### config.mk
export PLATFORM = sky130hd
export DESIGN_NAME = life_generation_row_engine_top
export DESIGN_NICKNAME = d
export VERILOG_FILES = /design/src/design/lgr_pkg.sv /design/src/design/lgr_lane.sv /design/src/design/lgr_row.sv /design/src/design/lgr_fifo.sv /design/src/design/life_generation_row_engine_top.sv
export SDC_FILE = /design/constraint.sdc
export NUM_CORES = 2
export LEC_CHECK = 0
export BUFFER_PORTS_ARGS = -buffer_cell sky130_fd_sc_hd__buf_2
export CAP_MARGIN = 20
export CORE_MARGIN = 1
export CORE_UTILIZATION = 41
export CTS_CLUSTER_DIAMETER = 50
export DETAILED_ROUTE_END_ITERATION = 8
export GPL_TIMING_DRIVEN = 0
export PLACE_DENSITY = 0.67
export SYNTH_ARGS = -nofsm -noshare
export SYNTH_HDL_FRONTEND = slang
export SYNTH_SLANG_ARGS = --single-unit
export TNS_END_PERCENT = 10
### constraint.sdc
create_clock -name clk -period 7.8 [get_ports clk]
set_input_delay 0.78 -clock clk [delete_from_list [all_inputs] [get_ports clk]]
set_output_delay 0.78 -clock clk [all_outputs]
set_load 0.01 [all_outputs]
### src/design/lgr_pkg.sv
// Shared types and constants for the Life generation row engine.
package lgr_pkg;

  localparam int ROW_BITS      = 64;
  localparam int ROW_NUMBER_W  = 10;
  localparam int ROW_COUNT_W   = 11;
  localparam int COLUMN_COUNT_W = 7;
  localparam int ROW_NUMBER_LIMIT = 1024;
  localparam int OUT_TDATA_W   = 80;
  localparam int NBR_COUNT_W   = 4;

  localparam logic [NBR_COUNT_W-1:0] BIRTH_COUNT   = 4'd3;
  localparam logic [NBR_COUNT_W-1:0] SURVIVE_COUNT = 4'd2;

  // Register indexes; the byte address is the index times four
  localparam logic [0:0] REG_ROW_COUNT    = 1'b0;
  localparam logic [0:0] REG_COLUMN_COUNT = 1'b1;

  localparam int FIFO_DEPTH  = 4;
  localparam int FIFO_PTR_W  = 2;
  localparam int FIFO_CNT_W  = 3;

  typedef struct packed {
    logic [ROW_BITS-1:0]     next_row;
    logic [ROW_NUMBER_W-1:0] row_number;
    logic                    last_row;
    logic                    all_dead;
  } lgr_result_t;

  typedef struct packed {
    logic        valid;
    lgr_result_t data;
  } lgr_push_t;

endpackage

### src/design/lgr_lane.sv
// One cell: counts its eight neighbors and applies the B3/S23 rule.
module lgr_lane (
  input  logic [7:0] nbr,
  input  logic       alive,
  output logic       next_alive
);
  import lgr_pkg::*;

  logic [NBR_COUNT_W-1:0] count;

  always_comb begin
    count = '0;
    for (int k = 0; k < 8; k++) begin
      count = count + NBR_COUNT_W'(nbr[k]);
    end
  end

  assign next_alive = (count == BIRTH_COUNT) || (alive && (count == SURVIVE_COUNT));

endmodule

### src/design/lgr_row.sv
// Row of cell lanes side by side; merges lane outputs into a masked row and an any-alive flag.
module lgr_row #(
  parameter int LANES = 64
) (
  input  logic [LANES-1:0] above,
  input  logic [LANES-1:0] mid,
  input  logic [LANES-1:0] below,
  input  logic [LANES-1:0] mask,
  output logic [LANES-1:0] next_row,
  output logic             any_set
);
  import lgr_pkg::*;

  // Pad with a dead column on each side; lane k sees padded bits k..k+2.
  logic [LANES+1:0] above_p;
  logic [LANES+1:0] mid_p;
  logic [LANES+1:0] below_p;
  logic [LANES-1:0] lane_out;

  assign above_p = {1'b0, above, 1'b0};
  assign mid_p   = {1'b0, mid, 1'b0};
  assign below_p = {1'b0, below, 1'b0};

  for (genvar k = 0; k < LANES; k++) begin : g_lane
    lgr_lane u_lane (
      .nbr        ({above_p[k+2:k], mid_p[k+2], mid_p[k], below_p[k+2:k]}),
      .alive      (mid[k]),
      .next_alive (lane_out[k])
    );
  end

  assign next_row = lane_out & mask;
  assign any_set  = |next_row;

endmodule

### src/design/lgr_fifo.sv
// Result queue: takes up to two results per cycle, hands out one per transfer.
module lgr_fifo (
  input  logic              clk,
  input  logic              rst_n,
  input  lgr_pkg::lgr_push_t push_a,
  input  lgr_pkg::lgr_push_t push_b,
  output logic              space_ok,
  output logic              out_valid,
  input  logic              out_ready,
  output lgr_pkg::lgr_result_t out_data
);
  import lgr_pkg::*;

  lgr_result_t            mem_r [FIFO_DEPTH];
  logic [FIFO_PTR_W-1:0]  wr_ptr_r, wr_ptr_nxt;
  logic [FIFO_PTR_W-1:0]  rd_ptr_r, rd_ptr_nxt;
  logic [FIFO_CNT_W-1:0]  count_r, count_nxt;
  logic [FIFO_PTR_W-1:0]  wr_b_ptr;
  logic [FIFO_CNT_W-1:0]  push_n;
  logic                   pop;

  assign pop      = out_valid && out_ready;
  assign push_n   = FIFO_CNT_W'(push_a.valid) + FIFO_CNT_W'(push_b.valid);
  assign wr_b_ptr = wr_ptr_r + FIFO_PTR_W'(push_a.valid);

  assign wr_ptr_nxt = wr_ptr_r + push_n[FIFO_PTR_W-1:0];
  assign rd_ptr_nxt = rd_ptr_r + FIFO_PTR_W'(pop);
  assign count_nxt  = count_r + push_n - FIFO_CNT_W'(pop);

  // Room for the worst case of two results from the next row.
  assign space_ok  = count_r <= FIFO_CNT_W'(FIFO_DEPTH - 2);
  assign out_valid = count_r != '0;
  assign out_data  = mem_r[rd_ptr_r];

  always_ff @(posedge clk) begin
    if (!rst_n) begin
      wr_ptr_r <= '0;
      rd_ptr_r <= '0;
      count_r  <= '0;
    end else begin
      wr_ptr_r <= wr_ptr_nxt;
      rd_ptr_r <= rd_ptr_nxt;
      count_r  <= count_nxt;
    end
  end

  always_ff @(posedge clk) begin
    if (push_a.valid) begin
      mem_r[wr_ptr_r] <= push_a.data;
    end
    if (push_b.valid) begin
      mem_r[wr_b_ptr] <= push_b.data;
    end
  end

endmodule

### src/design/life_generation_row_engine_top.sv
// Life generation row engine: one B3/S23 generation computed row by row.
// Results enter the queue at their row transfer and are offered in order on out_tvalid.
// Throughput: one row per cycle; the first row of a generation yields no result and the
// final row two (a one-row generation: one), so with out_tready high the queue holds at
// most two and the input never stalls; in_tready drops only while three or more wait.
// Reset (synchronous, rst_n low): stored rows, row counter and queue clear;
// row_count and column_count return to 64.
module life_generation_row_engine_top #(
  parameter int MAX_COLUMNS = 64,
  parameter int MAX_ROWS    = 1024
) (
  input  logic        clk,
  input  logic        rst_n,
  // in_tdata fields, low bit up: row_cells[63:0]
  input  logic [63:0] in_tdata,
  input  logic        in_tvalid,
  output logic        in_tready,
  // out_tdata fields, low bit up: next_row[63:0], row_number[73:64], zero fill [79:74]
  output logic [lgr_pkg::OUT_TDATA_W-1:0] out_tdata,
  // out_tuser fields, low bit up: all_dead[0]
  output logic [0:0]  out_tuser,
  output logic        out_tlast,
  output logic        out_tvalid,
  input  logic        out_tready,
  input  logic        cfg_psel,
  input  logic        cfg_penable,
  input  logic        cfg_pwrite,
  input  logic [2:0]  cfg_paddr,
  input  logic [31:0] cfg_pwdata,
  output logic [31:0] cfg_prdata,
  output logic        cfg_pready
);
  import lgr_pkg::*;

  localparam int ROW_LIMIT = (MAX_ROWS < ROW_NUMBER_LIMIT) ? MAX_ROWS : ROW_NUMBER_LIMIT;

  logic [ROW_COUNT_W-1:0]    row_count_r;
  logic [COLUMN_COUNT_W-1:0] column_count_r;
  logic [MAX_COLUMNS-1:0]    older_row_r, older_row_nxt;
  logic [MAX_COLUMNS-1:0]    newer_row_r, newer_row_nxt;
  logic [ROW_NUMBER_W-1:0]   rows_seen_r, rows_seen_nxt;
  logic                      any_alive_r, any_alive_nxt;

  logic                   cfg_write;
  logic                   in_xfer;
  logic                   seen_nz;
  logic                   is_final;
  logic [ROW_COUNT_W-1:0] rows_eff;
  logic [MAX_COLUMNS-1:0] col_mask;
  logic [MAX_COLUMNS-1:0] cur_m;
  logic [MAX_COLUMNS-1:0] older_m;
  logic [MAX_COLUMNS-1:0] newer_m;
  logic [MAX_COLUMNS-1:0] above_b;
  logic [MAX_COLUMNS-1:0] row_a;
  logic [MAX_COLUMNS-1:0] row_b;
  logic                   any_a;
  logic                   any_b;
  logic                   space_ok;
  lgr_push_t              push_a;
  lgr_push_t              push_b;
  lgr_result_t            head;

  // Configuration port
  assign cfg_pready = 1'b1;
  assign cfg_write  = cfg_psel && cfg_penable && cfg_pwrite && cfg_pready;

  always_comb begin
    unique case (cfg_paddr[2])
      REG_ROW_COUNT:    cfg_prdata = 32'(row_count_r);
      REG_COLUMN_COUNT: cfg_prdata = 32'(column_count_r);
      default:          cfg_prdata = '0;
    endcase
  end

  always_ff @(posedge clk) begin
    if (!rst_n) begin
      row_count_r    <= ROW_COUNT_W'(64);
      column_count_r <= COLUMN_COUNT_W'(64);
    end else if (cfg_write) begin
      unique case (cfg_paddr[2])
        REG_ROW_COUNT:    row_count_r    <= cfg_pwdata[ROW_COUNT_W-1:0];
        REG_COLUMN_COUNT: column_count_r <= cfg_pwdata[COLUMN_COUNT_W-1:0];
        default:          ;
      endcase
    end
  end

  // Column mask: a lane is in use when its index is below the column count.
  for (genvar k = 0; k < MAX_COLUMNS; k++) begin : g_mask
    assign col_mask[k] = column_count_r > COLUMN_COUNT_W'(k);
  end

  always_comb begin
    if (row_count_r == '0) begin
      rows_eff = ROW_COUNT_W'(1);
    end else if (row_count_r > ROW_COUNT_W'(ROW_LIMIT)) begin
      rows_eff = ROW_COUNT_W'(ROW_LIMIT);
    end else begin
      rows_eff = row_count_r;
    end
  end

  assign in_tready = space_ok;
  assign in_xfer   = in_tvalid && in_tready;
  assign seen_nz   = rows_seen_r != '0;
  assign is_final  = ({1'b0, rows_seen_r} + ROW_COUNT_W'(1)) >= rows_eff;

  assign cur_m   = in_tdata[MAX_COLUMNS-1:0] & col_mask;
  assign older_m = older_row_r & col_mask;
  assign newer_m = newer_row_r & col_mask;
  assign above_b = seen_nz ? newer_m : '0;

  // Row above the incoming one
  lgr_row #(.LANES(MAX_COLUMNS)) u_row_mid (
    .above    (older_m),
    .mid      (newer_m),
    .below    (cur_m),
    .mask     (col_mask),
    .next_row (row_a),
    .any_set  (any_a)
  );

  // Incoming row as the final row, dead below
  lgr_row #(.LANES(MAX_COLUMNS)) u_row_last (
    .above    (above_b),
    .mid      (cur_m),
    .below    ('0),
    .mask     (col_mask),
    .next_row (row_b),
    .any_set  (any_b)
  );

  always_comb begin
    push_a.valid           = in_xfer && seen_nz;
    push_a.data.next_row   = ROW_BITS'(row_a);
    push_a.data.row_number = rows_seen_r - ROW_NUMBER_W'(1);
    push_a.data.last_row   = 1'b0;
    push_a.data.all_dead   = 1'b0;

    push_b.valid           = in_xfer && is_final;
    push_b.data.next_row   = ROW_BITS'(row_b);
    push_b.data.row_number = rows_seen_r;
    push_b.data.last_row   = 1'b1;
    push_b.data.all_dead   = !(any_alive_r || (seen_nz && any_a) || any_b);
  end

  always_comb begin
    older_row_nxt = older_row_r;
    newer_row_nxt = newer_row_r;
    rows_seen_nxt = rows_seen_r;
    any_alive_nxt = any_alive_r;
    if (in_xfer) begin
      if (is_final) begin
        // Start a fresh generation
        older_row_nxt = '0;
        newer_row_nxt = '0;
        rows_seen_nxt = '0;
        any_alive_nxt = 1'b0;
      end else begin
        older_row_nxt = newer_row_r;
        newer_row_nxt = cur_m;
        rows_seen_nxt = rows_seen_r + ROW_NUMBER_W'(1);
        any_alive_nxt = any_alive_r || (seen_nz && any_a);
      end
    end
  end

  always_ff @(posedge clk) begin
    if (!rst_n) begin
      older_row_r <= '0;
      newer_row_r <= '0;
      rows_seen_r <= '0;
      any_alive_r <= 1'b0;
    end else begin
      older_row_r <= older_row_nxt;
      newer_row_r <= newer_row_nxt;
      rows_seen_r <= rows_seen_nxt;
      any_alive_r <= any_alive_nxt;
    end
  end

  lgr_fifo u_fifo (
    .clk       (clk),
    .rst_n     (rst_n),
    .push_a    (push_a),
    .push_b    (push_b),
    .space_ok  (space_ok),
    .out_valid (out_tvalid),
    .out_ready (out_tready),
    .out_data  (head)
  );

  assign out_tdata = OUT_TDATA_W'({head.row_number, head.next_row});
  assign out_tlast = head.last_row;
  assign out_tuser = head.all_dead;

endmodule

# Yosys cells after proc, flatten, opt, wreduce, memory -nomap -nowiden
# Memory sizes are Yosys's and may differ from the RTL's. A register that Yosys moved wholly into a read port is not among the register bits.
# Index checks and enable logic that the tools add are counted.
dict set report totals {
  reg_bits 164
  ram_bits 304
  in_bits 106
  output_inout_bits 117
  word_cells 1327
  mem_count 1
}
# name depth word_bits read_ports rd_clocked_by_memory_dff wr line_no
set mem_list {}
lappend mem_list {u_fifo.mem_r 4 76 1 1 2 lgr_fifo.sv:14} ;# lgr_result_t mem_r [FIFO_DEPTH];
dict set report op_classes {
  n_addsub 702
  magnitude_cmp 67
  eq_ne 256
  mux 13
  bitwise 6
  reduce_logical 273
}
# cell count
set op_table {}
lappend op_table {{$add 4x1->4} 314}
lappend op_table {{$eq 4x2->1 const B} 252}
lappend op_table {{$add 3x1->4} 125}
lappend op_table {{$add 2x1->3} 127}
lappend op_table {{$and 64x64->64} 5}
lappend op_table {{$add 1x1->2} 128}
lappend op_table {{$gt 7x6->1 const B} 32}
lappend op_table {{$mux 64} 3}
lappend op_table {{$logic_and 1x1->1} 135}
lappend op_table {{$logic_or 1x1->1} 130}
lappend op_table {{$reduce_or 64->1} 2}
lappend op_table {{$gt 7x5->1 const B} 16}
lappend op_table {{$pmux 32 s2} 1}
lappend op_table {{$gt 7x4->1 const B} 8}
lappend op_table {{$gt 7x3->1 const B} 4}
lappend op_table {{$mux 11} 2}
lappend op_table {{$gt 7x1->1 const B} 2}
lappend op_table {{$gt 7x2->1 const B} 2}
lappend op_table {{$eq 3x2->1 const B} 4}
lappend op_table {{$add 10x1->11 const B} 1}
lappend op_table {{$ge 11x11->1} 1}
lappend op_table {{$gt 11x11->1 const B} 1}
lappend op_table {{$logic_not 11->1} 1}
lappend op_table {{$add 10x1->10 const B} 1}
lappend op_table {{other kinds (14)} 20}

# Depth between registers and ports, before layout
dict set report depth {
  depth_word 18
  depth_mapped 22
  mapped_depth_nobuf 19
}

# Cells and area by module
# Synthesis repeated with hierarchy kept, for this count alone.
dict set report unflattened {
  hier_cells 5248
  area_unflattened_um2 50392.1
}
# mod n_inst cells_each area_each_um2 seq_area_each_um2
set by_module_without_submodules {}
lappend by_module_without_submodules {lgr_fifo 1 786 15139.5 9268.9}
lappend by_module_without_submodules {{lgr_lane (u_row_last.g_lane[47].u_lane ...)} 68 23 200.2 0.0}
lappend by_module_without_submodules {{lgr_lane (u_row_last.g_lane[0].u_lane ...)} 60 23 185.2 0.0}
lappend by_module_without_submodules {life_generation_row_engine_top 1 1334 9322.7 3143.0}
lappend by_module_without_submodules {lgr_row 2 92 603.1 0.0}

# Worst setup path before layout
# No wires, ideal clock.
dict set report synth_path {
  path_type {register -> register}
  startpoint {register column_count_r[2]}
  endpoint {memory u_fifo.mem_r[1][0] (netlist bit) (data pin)}
  setup_ps 169
  arrival_time_ps 5541
  required_time_ps 7631
  slack_ps 2090
  stages_incl_launch_ff 20
  synth_period_minus_slack_ps 5710
  path_cell_list {dfxtp_1 -> clkbuf_1 -> clkbuf_1 -> clkbuf_1 -> buf_1 -> nor3_1 -> o21ai_0 -> nand2_1 -> fa_1 -> fa_1 -> fa_1 -> inv_1 -> ha_1 -> fa_1 -> and3_1 -> o211ai_1 -> nand4_1 -> nor4b_1 -> nand4_1 -> a211oi_1}
}
# element line_no
set synth_rtl {}
lappend synth_rtl {{from (decl)} life_generation_row_engine_top.sv:38} ;# logic [COLUMN_COUNT_W-1:0] column_count_r;
lappend synth_rtl {{from (signal assigned)} life_generation_row_engine_top.sv:82} ;# REG_COLUMN_COUNT: column_count_r <= cfg_pwdata[COLUMN_COUNT_W-1:0];
lappend synth_rtl {{to (decl)} lgr_fifo.sv:14}

==> run metrics <==
Synth cell types 78; Syn Area/Cell 9.70 µm²; Clock Latency Late Sink between 600 and 700 ps; slowest cell on the critical path clkbuf_1; Die X-Extent between 300 and 400 µm; core area 97300 µm²; Routed Antenna Nets 0; most instantiated cells after synthesis 774 x nand2_1, 501 x inv_1, 377 x fa_1; Max-cap violations 0; CP max FO 10; DRC viols 0; CP endpoint kind flip-flop; Initial Util a little over two fifths; cell taking the most area after synthesis edfxtp_1; FP Rows 114; power per cell area 238 nW/µm²; critical-path cell list clkbuf_1 > inv_1 > ha_1 > nand4bb_1 > clkbuf_1 > clkbuf_1 > clkbuf_1 > nand2_1 > fa_1 > fa_1 > inv_1 > ha_1 > o2111a_1 > or4_1 > nor4b_1 > nand4_1 > or4_4 > a211oi_1; Final period util 99.4%; unrepaired setup endpoints after global routing no; Crit Path Class flip-flop to flip-flop; Yosys Warn Count 0; Met3 Routed Length 19000 µm; cells after synthesis 4175; DR iter-0 viols 4259; placer congestion estimate 1.02; fill count about 9000; I/O Pins 223; WP data arrival 8210 ps; Post-Syn Area 40500 µm²; number of H-tree levels 3; 1st-pass router iterations 8; status completed; area of the multi-input gates approximately 25000 µm²; R2R Setup Slk 50 ps; max layer used met5; TritonCTS clock tree done; worst hold slack around 400 ps; Util after Layout approximately 47%; initial antenna violation count 15; die area 100000 µm²; Lkg Pwr 0.0195 µW; Tightest Pin Transition 1280 ps; Crit path buffers/inverters 6; Hold/Removal Path Class input pin to flip-flop; Main synth FF type edfxtp_1; via count 34237; setup violators final 0; final critical-path required period 7750 ps; clk slew on worst S/H paths 60 ps; wire per inst 25.6 µm; worst rel slew slack a little over an eighth; port buffer count 170; flops & latches, synth 468; most common cell in the netlist nand2_1; fraction of layout cells with a size suffix above 1 10.9%; Num CTS Buffers 72; first-pass GRT wire length 219000 µm; Post-synth EDFFs 300; Critical Path Start Type flip-flop; sequential share of the synthesized area 30.6%; die height 316 µm; Clock Tree Root clkbuf_16; WL met2 64000 µm; Fin Clk Skew 30.8 ps; hold_buf cts 0; total track usage 29.9%; largest net degree at the start of global routing around 50; sequential cell area approximately 12000 µm²; vias in the first global route 33357; CTS Sinks 468; Area contributors post-synth edfxtp_1 22%, fa_1 19%, ha_1 8.4%; Yosys top cell area share 22.2%; fmax 0.129 GHz; Nets 5230; worst vdd ir 0.158 mV; total gr overflow 0; Vias/cell between 5 and 6; dpl hpwl approximately 120000 µm; Largest stage delay, worst path 860 ps; Final Slew Violations 0; Synth-to-Final Area Change 13.5%; CP delay by family, top simple AND/OR/NAND/NOR gates; Setup TNS Final 0 ps; FFs w/ async S/R, synth 0%; metal1 wirelength 56400 µm; Worst path most repeated cell clkbuf_1; Worst Path Required 8250 ps; Final Hold Fails 0; WL final 149000 µm; clock buffer depth 3
[cells in the final DEF (no fill, tap or decap), types with 25 or more instances in the layout]
cell type / synthesis / final
buf_2: 0 / 177
o22ai_1: 27 / 27
a21oi_1: 74 / 73
edfxtp_1: 300 / 300
nor2_1: 63 / 62
inv_1: 501 / 501
conb_1: 2 / 28
clkbuf_16: 0 / 73
dfxtp_1: 168 / 168
nor2b_1: 42 / 42
mux4_2: 76 / 76
buf_4: 28 / 33
o21ai_0: 167 / 164
nand2b_1: 47 / 47
a21boi_0: 58 / 58
nand2_1: 774 / 770
o31ai_1: 289 / 288
nand3b_1: 32 / 32
clkbuf_1: 207 / 209
or2_2: 26 / 26
o2111ai_1: 26 / 25
and2_0: 25 / 25
a21o_1: 26 / 26
fa_1: 377 / 377
and2_1: 154 / 154
nand3_1: 102 / 102
ha_1: 271 / 271
[repair_timing]
action | in CTS | in global routing
gates cloned | 0 | 0
setup buffers | 2 | 0
endpoints found under the setup margin | 5 | 5
resized for setup | 2 | 18
pin swaps | 1 | 0
[power breakdown]
| part | internal (µW) | leakage, µW | switching, µW |
|---|---|---|---|
| Clock | 1960 | 0.00117 | 1360 |
| Sequential | 2790 | 0.00396 | 106 |
| Combinational | 1630 | 0.0144 | 3100 |
[cells by family after synthesis]
| family | count (synthesis) | share of synthesized area, % |
|---|---|---|
| AND/OR/NAND/NOR | 1414 | 16.9 |
| other | 2 | 0.0185 |
| adder cells (fa/ha/maj) | 648 | 27.0 |
| buffers and inverters | 761 | 7.35 |
| flip-flops | 468 | 30.6 |
| multiplexers | 85 | 4.47 |
| XOR/XNOR | 17 | 0.368 |
| AO/OA/AOI/OAI | 780 | 13.3 |
[final cells by class]
class                           count  share of cell area (%)
Buffer                            259                    2.39
Timing Repair Buffer              201                    2.65
Inverter                          502                    4.10
Tap cell                         1276                    3.47
Clock inverter                     55                    1.24
Sequential cell                   468                    26.9
Multi-Input combinational cell   2972                    55.1
Clock buffer                       79                    4.02
Antenna cell                        9                  0.0490
[layer usage]
| layer | GRT usage (%) | vias up |
|---|---|---|
| met1 | 39.3 | 16534 |
| li1 | - | 15016 |
| met2 | 44.2 | 2233 |
| met4 | 17.8 | 6 |
| met3 | 8.13 | 448 |
| met5 | 0 | - |
[worst paths after layout]
path / start / to / cells past startpoint
worst max-delay path: rows_seen_r[0] / u_fifo.mem_r[0][0] / 18
worst min-delay path: cfg_pwdata[8] / row_count_r[8] / 3
worst max register to register: rows_seen_r[0] / u_fifo.mem_r[0][0] / 18
worst min register to register: u_fifo.mem_r[0][1] / u_fifo.mem_r[0][1] / 2
[stage by stage]
stage	cells	area [µm²]	setup slack (ps)	total power, µW
2_1_floorplan	4201	40600	2090	5760
3_3_place_gp	5647	43000	-533	7350
3_5_place_dp	5672	43400	-320	7520
4_1_cts	5808	45800	52.6	10800
5_1_grt	5818	45900	3.83	11500
6_report	5821	45900	47.9	11000
[flip-flops by register name (all words and copies together) (netlist names)]
name and cells:
any_alive_r 1, column_count_r 7, newer_row_r 64, older_row_r 64, row_count_r 11, rows_seen_r 10
u_fifo.count_r 3, u_fifo.mem_r 304, u_fifo.rd_ptr_r 2, u_fifo.wr_ptr_r 2
[tightest hold or removal path, cell delays in order]
cell and delay (ps):
buf_2 100, nand2_1 40, a21boi_0 60
No activity file was read; power rests on OpenSTA's default activity.
